===== src/hdl/ect_pkg.sv =====
// ----------------------------------------------------------------------------
// ect_pkg
// Types and constants shared by the exposure compensated trigger block.
// ----------------------------------------------------------------------------
package ect_pkg;

  localparam int unsigned CfgIdxW  = 3;
  localparam int unsigned CfgDataW = 26;
  localparam int unsigned ExpW     = 24;
  localparam int unsigned TpsW     = 26;
  localparam int unsigned CmpW     = 16;
  localparam int unsigned ImgW     = 32;
  localparam int unsigned ProdW    = ExpW + TpsW;

  // us * ticks / 2000000 = ((us * ticks) >> 7) / 15625
  localparam int unsigned DivShift = 7;
  localparam int unsigned QuotW    = 30;
  localparam int unsigned RecipW   = 31;
  localparam int unsigned RecipSh  = 44;
  localparam logic [RecipW-1:0] RecipM = 31'd1125899907;
  localparam int unsigned SatBits  = 37;
  localparam logic [SatBits-1:0] SatLimit = 37'd131072000000;

  typedef enum logic [1:0] {
    CMD_TIMER    = 2'd0,
    CMD_EXP_END  = 2'd1,
    CMD_INIT_MSG = 2'd2,
    CMD_INIT_REQ = 2'd3
  } cmd_e;

  typedef enum logic [CfgIdxW-1:0] {
    CFG_BLOCK_EN   = 3'd0,
    CFG_COMP_EN    = 3'd1,
    CFG_MAX_EXP    = 3'd2,
    CFG_PERIOD_CMP = 3'd3,
    CFG_TICKS_PS   = 3'd4
  } cfg_idx_e;

  typedef enum logic [1:0] {
    CV_NONE   = 2'd0,
    CV_PERIOD = 2'd1,
    CV_DELAY  = 2'd2,
    CV_NEW    = 2'd3
  } cv_op_e;

  typedef struct packed {
    logic [1:0]      cmd;
    logic            overflow_seen;
    logic [ExpW-1:0] exposure_us;
    logic            init_value;
  } in_item_t;

  typedef struct packed {
    logic            trigger_pulse;
    logic            long_pulse;
    logic            timestamp_strobe;
    logic [ImgW-1:0] image_count;
    logic            compare_write;
    logic [CmpW-1:0] compare_value;
    logic            clear_overflow;
    logic            compensating_now;
  } out_item_t;

  typedef struct packed {
    logic            trig;
    logic            longp;
    logic            strobe;
    logic            clr;
    logic            comp_now;
    logic            exp_ok;
    cv_op_e          op;
    logic [ImgW-1:0] image;
  } ctl_t;

endpackage


===== src/hdl/exposure_compensated_trigger.sv =====
// ----------------------------------------------------------------------------
// exposure_compensated_trigger
// Sensor trigger controller with mid-exposure timestamping and exposure
// time compensation of the timer compare value.
// ----------------------------------------------------------------------------
// Usage:
//   in channel (in_valid_i/in_ready_o/in_item_i) takes one event per item:
//   timer interrupt, exposure end, init message or initialize request.
//   out channel (out_valid_o/out_ready_i/out_item_o) returns one result item
//   per event, in order.
//   cfg channel (cfg_valid_i/cfg_index_i/cfg_data_i), always ready, writes a
//   register; the user writes only while no event is in flight (unenforced).
// Pipeline:
//   a product register (exposure times tick rate), a reciprocal product
//   register (division by 2000000) and the result register lie between accept
//   and result valid. One item per cycle sustained while out_ready_i is high.
// Reset:
//   control and config registers return to their defaults, the pipeline
//   empties, the image count is zero and the block is uninitialized.
// Stall:
//   while out_ready_i is low the result holds, the pipeline fills, and
//   in_ready_o drops once all three stages are occupied.
// ----------------------------------------------------------------------------
module exposure_compensated_trigger (
  input  logic                            clk_i,
  input  logic                            rst_ni,
  input  logic                            cfg_valid_i,
  output logic                            cfg_ready_o,
  input  logic [ect_pkg::CfgIdxW-1:0]     cfg_index_i,
  input  logic [ect_pkg::CfgDataW-1:0]    cfg_data_i,
  input  logic                            in_valid_i,
  output logic                            in_ready_o,
  input  ect_pkg::in_item_t               in_item_i,
  output logic                            out_valid_o,
  input  logic                            out_ready_i,
  output ect_pkg::out_item_t              out_item_o
);
  import ect_pkg::*;

  logic                 blk_en_q;
  logic                 comp_en_q;
  logic [ExpW-1:0]      max_exp_q;
  logic [CmpW-1:0]      period_q;
  logic [TpsW-1:0]      tps_q;

  logic                 init_q, init_d;
  logic                 comp_q, comp_d;
  logic                 exp_q, exp_d;
  logic [ImgW-1:0]      img_q, img_d;
  logic [CmpW-1:0]      delay_q;

  logic                 s1_valid_q, s2_valid_q, out_valid_q;
  ctl_t                 ctl_d, s1_ctl_q, s2_ctl_q;
  logic [ProdW-1:0]     s1_p_q;
  logic [CmpW-1:0]      s2_quot_q;
  logic                 s2_sat_q;
  out_item_t            out_q, out_d;

  logic                 in_acc, s1_adv, s2_adv, out_free;
  logic                 sat_d;
  logic [QuotW-1:0]     y;
  logic [QuotW+RecipW-1:0] recip_prod;
  logic [CmpW-1:0]      new_delay, cval;
  logic                 delay_upd;

  assign cfg_ready_o = 1'b1;
  assign out_free    = !out_valid_q || out_ready_i;
  assign s2_adv      = s2_valid_q && out_free;
  assign s1_adv      = s1_valid_q && (!s2_valid_q || s2_adv);
  assign in_ready_o  = !s1_valid_q || s1_adv;
  assign in_acc      = in_valid_i && in_ready_o;

  // event decode
  always_comb begin
    init_d = init_q;
    comp_d = comp_q;
    exp_d  = exp_q;
    img_d  = img_q;
    ctl_d  = '0;
    ctl_d.op = CV_NONE;
    if (blk_en_q) begin
      unique case (cmd_e'(in_item_i.cmd))
        CMD_TIMER: begin
          if (in_item_i.overflow_seen && init_q) begin
            ctl_d.clr = 1'b1;
            if (comp_en_q && comp_q) begin
              if (!exp_q) begin
                exp_d     = 1'b1;
                ctl_d.trig = 1'b1;
                img_d     = img_q + 1'b1;
                ctl_d.op  = CV_DELAY;
              end else begin
                ctl_d.strobe = 1'b1;
                comp_d       = 1'b0;
                ctl_d.op     = CV_PERIOD;
              end
            end else begin
              exp_d        = 1'b1;
              ctl_d.trig   = 1'b1;
              ctl_d.strobe = 1'b1;
              img_d        = img_q + 1'b1;
              ctl_d.op     = CV_PERIOD;
            end
          end
        end
        CMD_EXP_END: begin
          if (comp_en_q) begin
            ctl_d.exp_ok = (in_item_i.exposure_us != '0) &&
                           (in_item_i.exposure_us < max_exp_q);
            comp_d   = ctl_d.exp_ok;
            exp_d    = 1'b0;
            ctl_d.op = CV_NEW;
          end
        end
        CMD_INIT_MSG: begin
          init_d = in_item_i.init_value;
        end
        CMD_INIT_REQ: begin
          if (!init_q) begin
            ctl_d.trig   = 1'b1;
            ctl_d.longp  = 1'b1;
            ctl_d.strobe = 1'b1;
            img_d        = img_q + 1'b1;
          end
        end
        default: ;
      endcase
    end
    ctl_d.comp_now = comp_d;
    ctl_d.image    = img_d;
  end

  // constant division by reciprocal multiply, saturated at full scale
  assign sat_d      = (|s1_p_q[ProdW-1:SatBits]) || (s1_p_q[SatBits-1:0] >= SatLimit);
  assign y          = s1_p_q[SatBits-1:DivShift];
  assign recip_prod = (QuotW+RecipW)'(y) * (QuotW+RecipW)'(RecipM);

  // result assembly
  always_comb begin
    new_delay = '0;
    if (s2_ctl_q.exp_ok) begin
      new_delay = s2_sat_q ? {CmpW{1'b1}} : s2_quot_q;
    end
    delay_upd = s2_adv && (s2_ctl_q.op == CV_NEW);
    unique case (s2_ctl_q.op)
      CV_NONE:   cval = '0;
      CV_PERIOD: cval = period_q;
      CV_DELAY:  cval = (delay_q != '0) ? delay_q - 1'b1 : period_q;
      CV_NEW:    cval = (period_q > new_delay) ? period_q - new_delay : '0;
      default:   cval = '0;
    endcase
    out_d.trigger_pulse    = s2_ctl_q.trig;
    out_d.long_pulse       = s2_ctl_q.longp;
    out_d.timestamp_strobe = s2_ctl_q.strobe;
    out_d.image_count      = s2_ctl_q.image;
    out_d.compare_write    = (s2_ctl_q.op != CV_NONE);
    out_d.compare_value    = cval;
    out_d.clear_overflow   = s2_ctl_q.clr;
    out_d.compensating_now = s2_ctl_q.comp_now;
  end

  // control state
  always_ff @(posedge clk_i or negedge rst_ni) begin
    if (!rst_ni) begin
      blk_en_q    <= 1'b1;
      comp_en_q   <= 1'b1;
      max_exp_q   <= 24'd9900;
      period_q    <= 16'd60000;
      tps_q       <= 26'd187500;
      init_q      <= 1'b0;
      comp_q      <= 1'b0;
      exp_q       <= 1'b0;
      img_q       <= '0;
      delay_q     <= '0;
      s1_valid_q  <= 1'b0;
      s2_valid_q  <= 1'b0;
      out_valid_q <= 1'b0;
    end else begin
      if (cfg_valid_i) begin
        unique case (cfg_idx_e'(cfg_index_i))
          CFG_BLOCK_EN:   blk_en_q  <= cfg_data_i[0];
          CFG_COMP_EN:    comp_en_q <= cfg_data_i[0];
          CFG_MAX_EXP:    max_exp_q <= cfg_data_i[ExpW-1:0];
          CFG_PERIOD_CMP: period_q  <= cfg_data_i[CmpW-1:0];
          CFG_TICKS_PS:   tps_q     <= cfg_data_i[TpsW-1:0];
          default: ;
        endcase
      end
      if (in_acc) begin
        init_q <= init_d;
        comp_q <= comp_d;
        exp_q  <= exp_d;
        img_q  <= img_d;
      end
      if (delay_upd) begin
        delay_q <= new_delay;
      end
      if (in_ready_o) begin
        s1_valid_q <= in_valid_i;
      end
      if (!s2_valid_q || s2_adv) begin
        s2_valid_q <= s1_valid_q;
      end
      if (out_free) begin
        out_valid_q <= s2_valid_q;
      end
    end
  end

  // pipeline payload
  always_ff @(posedge clk_i) begin
    if (in_acc) begin
      s1_ctl_q <= ctl_d;
      s1_p_q   <= ProdW'(in_item_i.exposure_us) * ProdW'(tps_q);
    end
    if (s1_adv) begin
      s2_ctl_q  <= s1_ctl_q;
      s2_sat_q  <= sat_d;
      s2_quot_q <= recip_prod[RecipSh+CmpW-1:RecipSh];
    end
    if (s2_adv) begin
      out_q <= out_d;
    end
  end

  assign out_valid_o = out_valid_q;
  assign out_item_o  = out_q;

`ifndef ASSERT_OFF
  a_cval_only_on_write: assert property (@(posedge clk_i) disable iff (!rst_ni)
    out_valid_o |-> (out_item_o.compare_write || out_item_o.compare_value == '0))
    else $error("compare value without compare write");

  a_long_pulse: assert property (@(posedge clk_i) disable iff (!rst_ni)
    out_valid_o && out_item_o.long_pulse |->
      out_item_o.trigger_pulse && out_item_o.timestamp_strobe && !out_item_o.compare_write)
    else $error("long pulse without trigger and strobe");

  a_clear_has_write: assert property (@(posedge clk_i) disable iff (!rst_ni)
    out_valid_o && out_item_o.clear_overflow |-> out_item_o.compare_write)
    else $error("overflow cleared without compare write");

  a_s2_held: assert property (@(posedge clk_i) disable iff (!rst_ni)
    s2_valid_q && !out_free |=> s2_valid_q && $stable(s2_ctl_q))
    else $error("stage two item lost during stall");

  a_accept_fills: assert property (@(posedge clk_i) disable iff (!rst_ni)
    in_acc |=> s1_valid_q)
    else $error("accepted item not in stage one");
`endif

endmodule


===== config.mk =====
export PLATFORM = sky130hd
export DESIGN_NAME = exposure_compensated_trigger
export DESIGN_NICKNAME = d
export VERILOG_FILES = /design/src/hdl/ect_pkg.sv /design/src/hdl/exposure_compensated_trigger.sv
export SDC_FILE = /design/constraint.sdc
export NUM_CORES = 2
export LEC_CHECK = 0
export ABC_AREA = 1
export BUFFER_PORTS_ARGS = -buffer_cell sky130_fd_sc_hd__buf_2
export CORE_MARGIN = 2
export CORE_UTILIZATION = 45
export DETAILED_ROUTE_END_ITERATION = 8
export HOLD_SLACK_MARGIN = 0.1
export SKIP_LAST_GASP = 1
export SLEW_MARGIN = 5
export SYNTH_ARGS = -nofsm -noshare
export SYNTH_HDL_FRONTEND = slang
export SYNTH_SLANG_ARGS = --single-unit

===== constraint.sdc =====
create_clock -name clk_i -period 11.95 [get_ports clk_i]
set_input_delay 0.5975 -clock clk_i [delete_from_list [all_inputs] [get_ports clk_i]]
set_output_delay 0.5975 -clock clk_i [all_outputs]
set_load 0.01 [all_outputs]

# Word-level counts from Yosys, hierarchy flattened
# Index checks and enable logic that the tools add are counted.
word_totals:
  ff_bits: 323
  inputBits: 62
  out_inout_bits: 57
  wordCells: 126
classes:
  n_addsub: 3
  n_mul: 2
  magnitude_cmp: 3
  n_eq_ne: 12
  mux: 34
  n_reduce_logical: 32
op_table:
  columns: ["operator", "count"]
  rows:
  - ["$mux W32", 5]
  - ["$mux W16", 4]
  - ["$pmux W16 S4", 1]
  - ["$pmux W32 S2", 1]
  - ["$mul A30 B31 Y60 const B", 1]
  - ["$mul A24 B26 Y50", 1]
  - ["$ge A37 B37 Y1 const B", 1]
  - ["$add A32 B1 Y32 const B", 1]
  - ["$lt A24 B24 Y1", 1]
  - ["$reduce_bool A24 Y1", 1]
  - ["$gt A16 B16 Y1", 1]
  - ["$reduce_bool A16 Y1", 1]
  - ["$sub A16 B1 Y16 const B", 1]
  - ["$sub A16 B16 Y16", 1]
  - ["$reduce_and A2 Y1", 7]
  - ["$reduce_or A13 Y1", 1]
  - ["$mux W1", 12]
  - ["$mux W2", 5]
  - ["$eq A2 B2 Y1 const B", 4]
  - ["$pmux W1 S2", 4]
  - ["$logic_and A1 B1 Y1", 7]
  - ["$eq A3 B2 Y1 const B", 2]
  - ["$reduce_and A3 Y1", 2]
  - ["$reduce_and A5 Y1", 1]
  - ["other kinds (11)", 20]

# Logic depth before layout (Yosys ltp)
depth:
  ltp_word: 8
  ltp_mapped: 29
  mapped_depth_nobuf: 29

# Least setup slack after synthesis
# Ideal clock, no wire load.
synth_timing:
  path_kind: "input to register"
  from: "input port in_item_i[4] (netlist bit)"
  to: "register s1_p_q[49], data pin"
  setup_time_ns: 0.254
  arrival_time_ns: 6.160
  required_time_ns: 11.696
  path_slack_ns: 5.537
  stages: 23
  path_buffers: 2
  path_cell_list: "clkbuf_1 > buf_1 > nand2_1 > fa_1 > inv_1 > fa_1 > inv_1 > fa_1 > inv_1 > fa_1 > inv_1 > fa_1 > inv_1 > fa_1 > fa_1 > ha_1 > nand2_1 > nor2_1 > nand2_1 > o21ai_0 > nand3_1 > nand4_1 > nand2_1"
synth_between:
  elab_chain_cells: 1
synth_rtl:
  columns: ["element", "line_no", "text"]
  rows:
  - ["start: declaration", "exposure_compensated_trigger.sv:33", "input ect_pkg::in_item_t in_item_i,"]
  - ["$mul A24 B26 Y50", "exposure_compensated_trigger.sv:214", "s1_p_q <= ProdW'(in_item_i.exposure_us) * ProdW'(tps_q);"]
  - ["end signal: assignment", "exposure_compensated_trigger.sv:214", null]
  - ["end: declaration", "exposure_compensated_trigger.sv:54", "logic [ProdW-1:0] s1_p_q;"]
# Every way passes these cells.
# A chain may end at the register's enable or synchronous reset.

# Final worst setup path
layout_timing:
  from: "register tps_q[14]"
  to: "register s1_p_q[33], data pin"
layout_between:
  elab_chain_cells: 1
layout_rtl:
  columns: ["element", "line_no", "text"]
  rows:
  - ["start: declaration", "exposure_compensated_trigger.sv:44", "logic [TpsW-1:0] tps_q;"]
  - ["start signal: assignment", "exposure_compensated_trigger.sv:185", "CFG_TICKS_PS: tps_q <= cfg_data_i[TpsW-1:0];"]
  - ["$mul A24 B26 Y50", "exposure_compensated_trigger.sv:214", null]
# Every way passes these cells.

==> metrics.txt <==
# TYPE chip_impl_metric gauge
chip_impl_metric{name="cts_repair_resize_count",unit=""} 0
chip_impl_metric{name="critical_path_arrival",unit="ns"} 7.61
chip_impl_metric{name="dp_worst_setup_slack",unit="ns"} 4.52
chip_impl_info{name="startpoint_type",value="flop"} 1
chip_impl_metric{name="ioPinCount",unit=""} 119
chip_impl_info{name="critPathTopFamily",value="adder cells"} 1
chip_impl_metric{name="die_area",unit="um2"} 118000
chip_impl_metric{name="crit_path_max_incr_delay",unit="ns"} 1.06
chip_impl_metric{name="detailedPlacementHpwl",unit="um"} 129000
chip_impl_metric{name="clk_pin_slew",unit="ns"} 0.07
chip_impl_metric{name="syn_avg_cell_area",unit="um2"} 8.31
chip_impl_metric{name="synthesis.yosys.warnings",unit=""} 0
chip_impl_metric{name="grt_pass1_wl",unit="um"} 246000
chip_impl_metric{name="cts.sinks",unit=""} 323
chip_impl_metric{name="grt_start_max_net_pins",unit=""} 72
chip_impl_info{name="synth_area_leaders",value="sky130_fd_sc_hd__fa_1, sky130_fd_sc_hd__ha_1, sky130_fd_sc_hd__inv_1, sky130_fd_sc_hd__edfxtp_1, sky130_fd_sc_hd__nand2_1"} 1
chip_impl_metric{name="finalClockSkew",unit="ns"} 0.0386
chip_impl_info{name="rsz_0062_raised_after_global_routing",value="false"} 1
chip_impl_metric{name="first_pass_iters",unit=""} 7
chip_impl_metric{name="postSynthCellCount",unit=""} 6226
chip_impl_info{name="crit_path_top_delay_cell",value="sky130_fd_sc_hd__dfstp_2"} 1
chip_impl_metric{name="report.final.slew_viol_count",unit=""} 0
chip_impl_metric{name="critical_path_buf_inv_count",unit=""} 5
chip_impl_metric{name="die_height",unit="um"} 343
chip_impl_metric{name="port_buffers",unit=""} 117
chip_impl_metric{name="num-nets-final",unit=""} 7684
chip_impl_metric{name="max-cap-violations",unit=""} 0
chip_impl_metric{name="final_setup_violating_endpoints",unit=""} 0
chip_impl_metric{name="netlist_area",unit="um2"} 51800
chip_impl_metric{name="cts_inserted_buffers",unit=""} 39
chip_impl_metric{name="post-route-period-util",unit=""} 0.612
chip_impl_metric{name="slew_headroom",unit=""} 0.170
chip_impl_metric{name="achievable-frequency",unit="GHz"} 0.137
chip_impl_metric{name="detailroute.via_count",unit=""} 40000
chip_impl_metric{name="cts_max_path_buffers",unit=""} 3
chip_impl_metric{name="timing.final.ws_setup",unit="ns"} 4.64
chip_impl_info{name="critical_path.cell_chain",value="nand2_1 -> inv_1 -> fa_1 -> fa_1 -> inv_1 -> fa_1 -> inv_1 -> fa_1 -> inv_1 -> fa_1 -> inv_1 -> fa_1 -> fa_1 -> ha_1 -> a21oi_1 -> o21ai_0 -> a21oi_1 -> o21ai_0 -> a21oi_1 -> xnor2_1"} 1
chip_impl_metric{name="rows",unit=""} 124
chip_impl_metric{name="syn_nets",unit=""} 7687
chip_impl_info{name="netlist.top_cell.by_area",value="sky130_fd_sc_hd__fa_1"} 1
chip_impl_metric{name="finalWeightedCongestion",unit=""} 0.989
chip_impl_metric{name="synthDistinctLibCells",unit=""} 60
chip_impl_metric{name="cts_htree_levels",unit=""} 2
chip_impl_metric{name="num_antenna_cells",unit=""} 0
chip_impl_info{name="cts_root_buf",value="sky130_fd_sc_hd__clkbuf_16"} 1
chip_impl_metric{name="gr-usage-all-layers",unit=""} 0.277
chip_impl_metric{name="grt_antenna_before_repair",unit=""} 3
chip_impl_metric{name="finalCoreUtilization",unit=""} 0.482
chip_impl_metric{name="postRouteAntennaNets",unit=""} 0
chip_impl_metric{name="synth_sequential_area_ratio",unit=""} 0.176
chip_impl_metric{name="share_of_final_layout_standard_cells_stronger_than_drive_strength_1",unit=""} 0.0448
chip_impl_metric{name="wl",unit="um"} 160000
chip_impl_info{name="critPathCaptureType",value="flop"} 1
chip_impl_info{name="tritoncts",value="built"} 1
chip_impl_info{name="worst_path_most_repeated_cell",value="sky130_fd_sc_hd__fa_1"} 1
chip_impl_metric{name="synth_top_cell_area_share",unit=""} 0.323
chip_impl_metric{name="drt-vias-per-instance",unit=""} 5.16
chip_impl_metric{name="initialDrtViolationCount",unit=""} 2821
chip_impl_metric{name="min_period",unit="ns"} 7.31
chip_impl_metric{name="n_fill_cell",unit=""} 11300
chip_impl_metric{name="worst_skew_pair.late_latency",unit="ns"} 0.60
chip_impl_metric{name="die_width",unit="um"} 343
chip_impl_metric{name="routedWlPerCell",unit="um"} 20.5
chip_impl_metric{name="worstMarginPinSlew",unit="ns"} 1.24
chip_impl_metric{name="area_growth",unit="%"} 6.27
chip_impl_metric{name="grt_overflow",unit=""} 0
chip_impl_metric{name="drc_errors",unit=""} 0
chip_impl_metric{name="critPathRequiredTime",unit="ns"} 12.25
chip_impl_info{name="critical_path_class",value="flop to flop"} 1
chip_impl_metric{name="initial_utilization",unit=""} 0.453
chip_impl_metric{name="hold_viol",unit=""} 0
chip_impl_info{name="worst_hold_path_type",value="input port to asynchronous set/reset pin"} 1
chip_impl_metric{name="holdWs",unit="ns"} 0.141
chip_impl_metric{name="cts_hold_buf",unit=""} 0
chip_impl_metric{name="max_fanout_on_critical_path",unit=""} 25
chip_impl_info{name="outcome",value="completed"} 1
chip_impl_metric{name="vias_in_the_first_global_route",unit=""} 41700
chip_impl_metric{name="postCtsSetupBuffers",unit=""} 0
chip_impl_metric{name="core-area",unit="um2"} 114000
chip_impl_metric{name="setup_tns",unit="ns"} 0
chip_impl_metric{name="number_of_storage_elements_in_the_synthesis_netlist",unit=""} 323
[metrics by stage]
step	instance area [um2]	std cells
6_report	55000	7765
5_1_grt	55000	7765
4_1_cts	55000	7765
3_5_place_dp	53700	7694
3_3_place_gp	53700	7694
2_1_floorplan	51800	6226
[cells by family (layout without fill, tap and decap cells)]
logic type                 after synthesis  in the layout  share of synthesized area
adders and majority gates             1399           1399                      0.460
DFF                                    323            323                      0.176
muxes                                    3              3                   0.000653
xor gates and xnor gates                54             54                    0.00914
buffers and inverters                 1914           1941                      0.139
and+or+nand+nor                       1964           1964                      0.154
other                                    1              1                  0.0000725
AOI/OAI and AO/OA                      568            568                     0.0609
[layer usage]
layer | up-vias | routed length (um) | track usage
met2 | 1201 | 77500 | 0.470
li1 | 18600 | - | -
met4 | 0 | 5460 | 0.0856
met1 | 20000 | 68700 | 0.376
met5 | - | 0 | 0
met3 | 254 | 7920 | 0.0245
[cells in the final DEF (no fill, tap or decap), types with 19 or more instances in the layout]
master / instances
sky130_fd_sc_hd__xor2_1: 34
sky130_fd_sc_hd__dfstp_2: 26
sky130_fd_sc_hd__edfxtp_1: 201
sky130_fd_sc_hd__o21ai_0: 245
sky130_fd_sc_hd__inv_1: 1715
sky130_fd_sc_hd__fa_1: 836
sky130_fd_sc_hd__o21a_1: 19
sky130_fd_sc_hd__buf_4: 28
sky130_fd_sc_hd__nand4_1: 56
sky130_fd_sc_hd__o21bai_1: 22
sky130_fd_sc_hd__nand3_1: 154
sky130_fd_sc_hd__xnor2_1: 20
sky130_fd_sc_hd__dfrtp_1: 96
sky130_fd_sc_hd__clkbuf_16: 39
sky130_fd_sc_hd__nor3_1: 41
sky130_fd_sc_hd__nor2_1: 279
sky130_fd_sc_hd__buf_2: 116
sky130_fd_sc_hd__nand2_1: 1377
sky130_fd_sc_hd__ha_1: 563
sky130_fd_sc_hd__a21oi_1: 204
[worst reg2reg max path, stage by stage (launching register included)]
cell and delay, ns:
sky130_fd_sc_hd__dfstp_2 1.06, sky130_fd_sc_hd__nand2_1 0.13, sky130_fd_sc_hd__inv_1 0.10, sky130_fd_sc_hd__fa_1 0.44, sky130_fd_sc_hd__fa_1 0.54, sky130_fd_sc_hd__inv_1 0.05, sky130_fd_sc_hd__fa_1 0.53, sky130_fd_sc_hd__inv_1 0.05
sky130_fd_sc_hd__fa_1 0.49, sky130_fd_sc_hd__inv_1 0.05, sky130_fd_sc_hd__fa_1 0.53, sky130_fd_sc_hd__inv_1 0.05, sky130_fd_sc_hd__fa_1 0.50, sky130_fd_sc_hd__fa_1 0.43, sky130_fd_sc_hd__ha_1 0.35, sky130_fd_sc_hd__a21oi_1 0.25
sky130_fd_sc_hd__o21ai_0 0.18, sky130_fd_sc_hd__a21oi_1 0.30, sky130_fd_sc_hd__o21ai_0 0.45, sky130_fd_sc_hd__a21oi_1 0.39, sky130_fd_sc_hd__xnor2_1 0.14
[synth_stat cells, drive strengths merged]
library cell	number
a31o	3
nand4	57
fa	836
xnor2	20
o311ai	1
ha	563
a221oi	1
nor3b	2
o211ai	15
and3	1
clkinv	2
a21oi	205
o21bai	22
and2	4
nand3	156
buf	22
a21o	14
o21a	19
dfstp	26
nor4	14
nand2b	1
a22oi	5
o31ai	4
o22ai	2
a21boi	10
conb	1
o2111ai	3
nor2	287
xor2	34
nand2	1385
or2	9
inv	1724
o21ai	257
nor3	42
mux2	3
clkbuf	166
nand3b	6
dfrtp	96
edfxtp	201
a31oi	7
[worst paths after layout]
path,start,endpoint,slack [ns],depth (start not counted)
max in group asynchronous,rst_ni,img_q[12],10.41,2
worst max register to register,tps_q[14],s1_p_q[33],4.64,20
worst max-delay path,tps_q[14],s1_p_q[33],4.64,20
worst min register to register,s1_ctl_q[11],out_d[30],0.41,0
worst min-delay path,rst_ni,out_valid_o,0.14,1
min in group clk_i,cfg_data_i[25],tps_q[25],0.22,2
[flip-flops by register name, summed over array words and instances (netlist names), 16 cells and up]
register / flops
s1_p_q: 50
s2_quot_q: 16
period_q: 16
out_item_o: 54
img_q: 32
out_d: 37
max_exp_q: 24
s1_ctl_q: 40
tps_q: 26
delay_q: 16
[layout make-up]
cell class / count / area [um2] / area share
multi-input cells: 3989 / 35400 / 0.644
clock buffers: 49 / 1010 / 0.0184
flip-flops and latches: 323 / 9120 / 0.166
inverters: 1726 / 6480 / 0.118
repair buffers: 144 / 791 / 0.0144
well taps: 1512 / 1890 / 0.0344
clock inverters: 22 / 277 / 0.00503
Power is left out: the tool's default activity adds up to more than one toggle a clock period on the data nets, which glitch-free logic cannot reach.
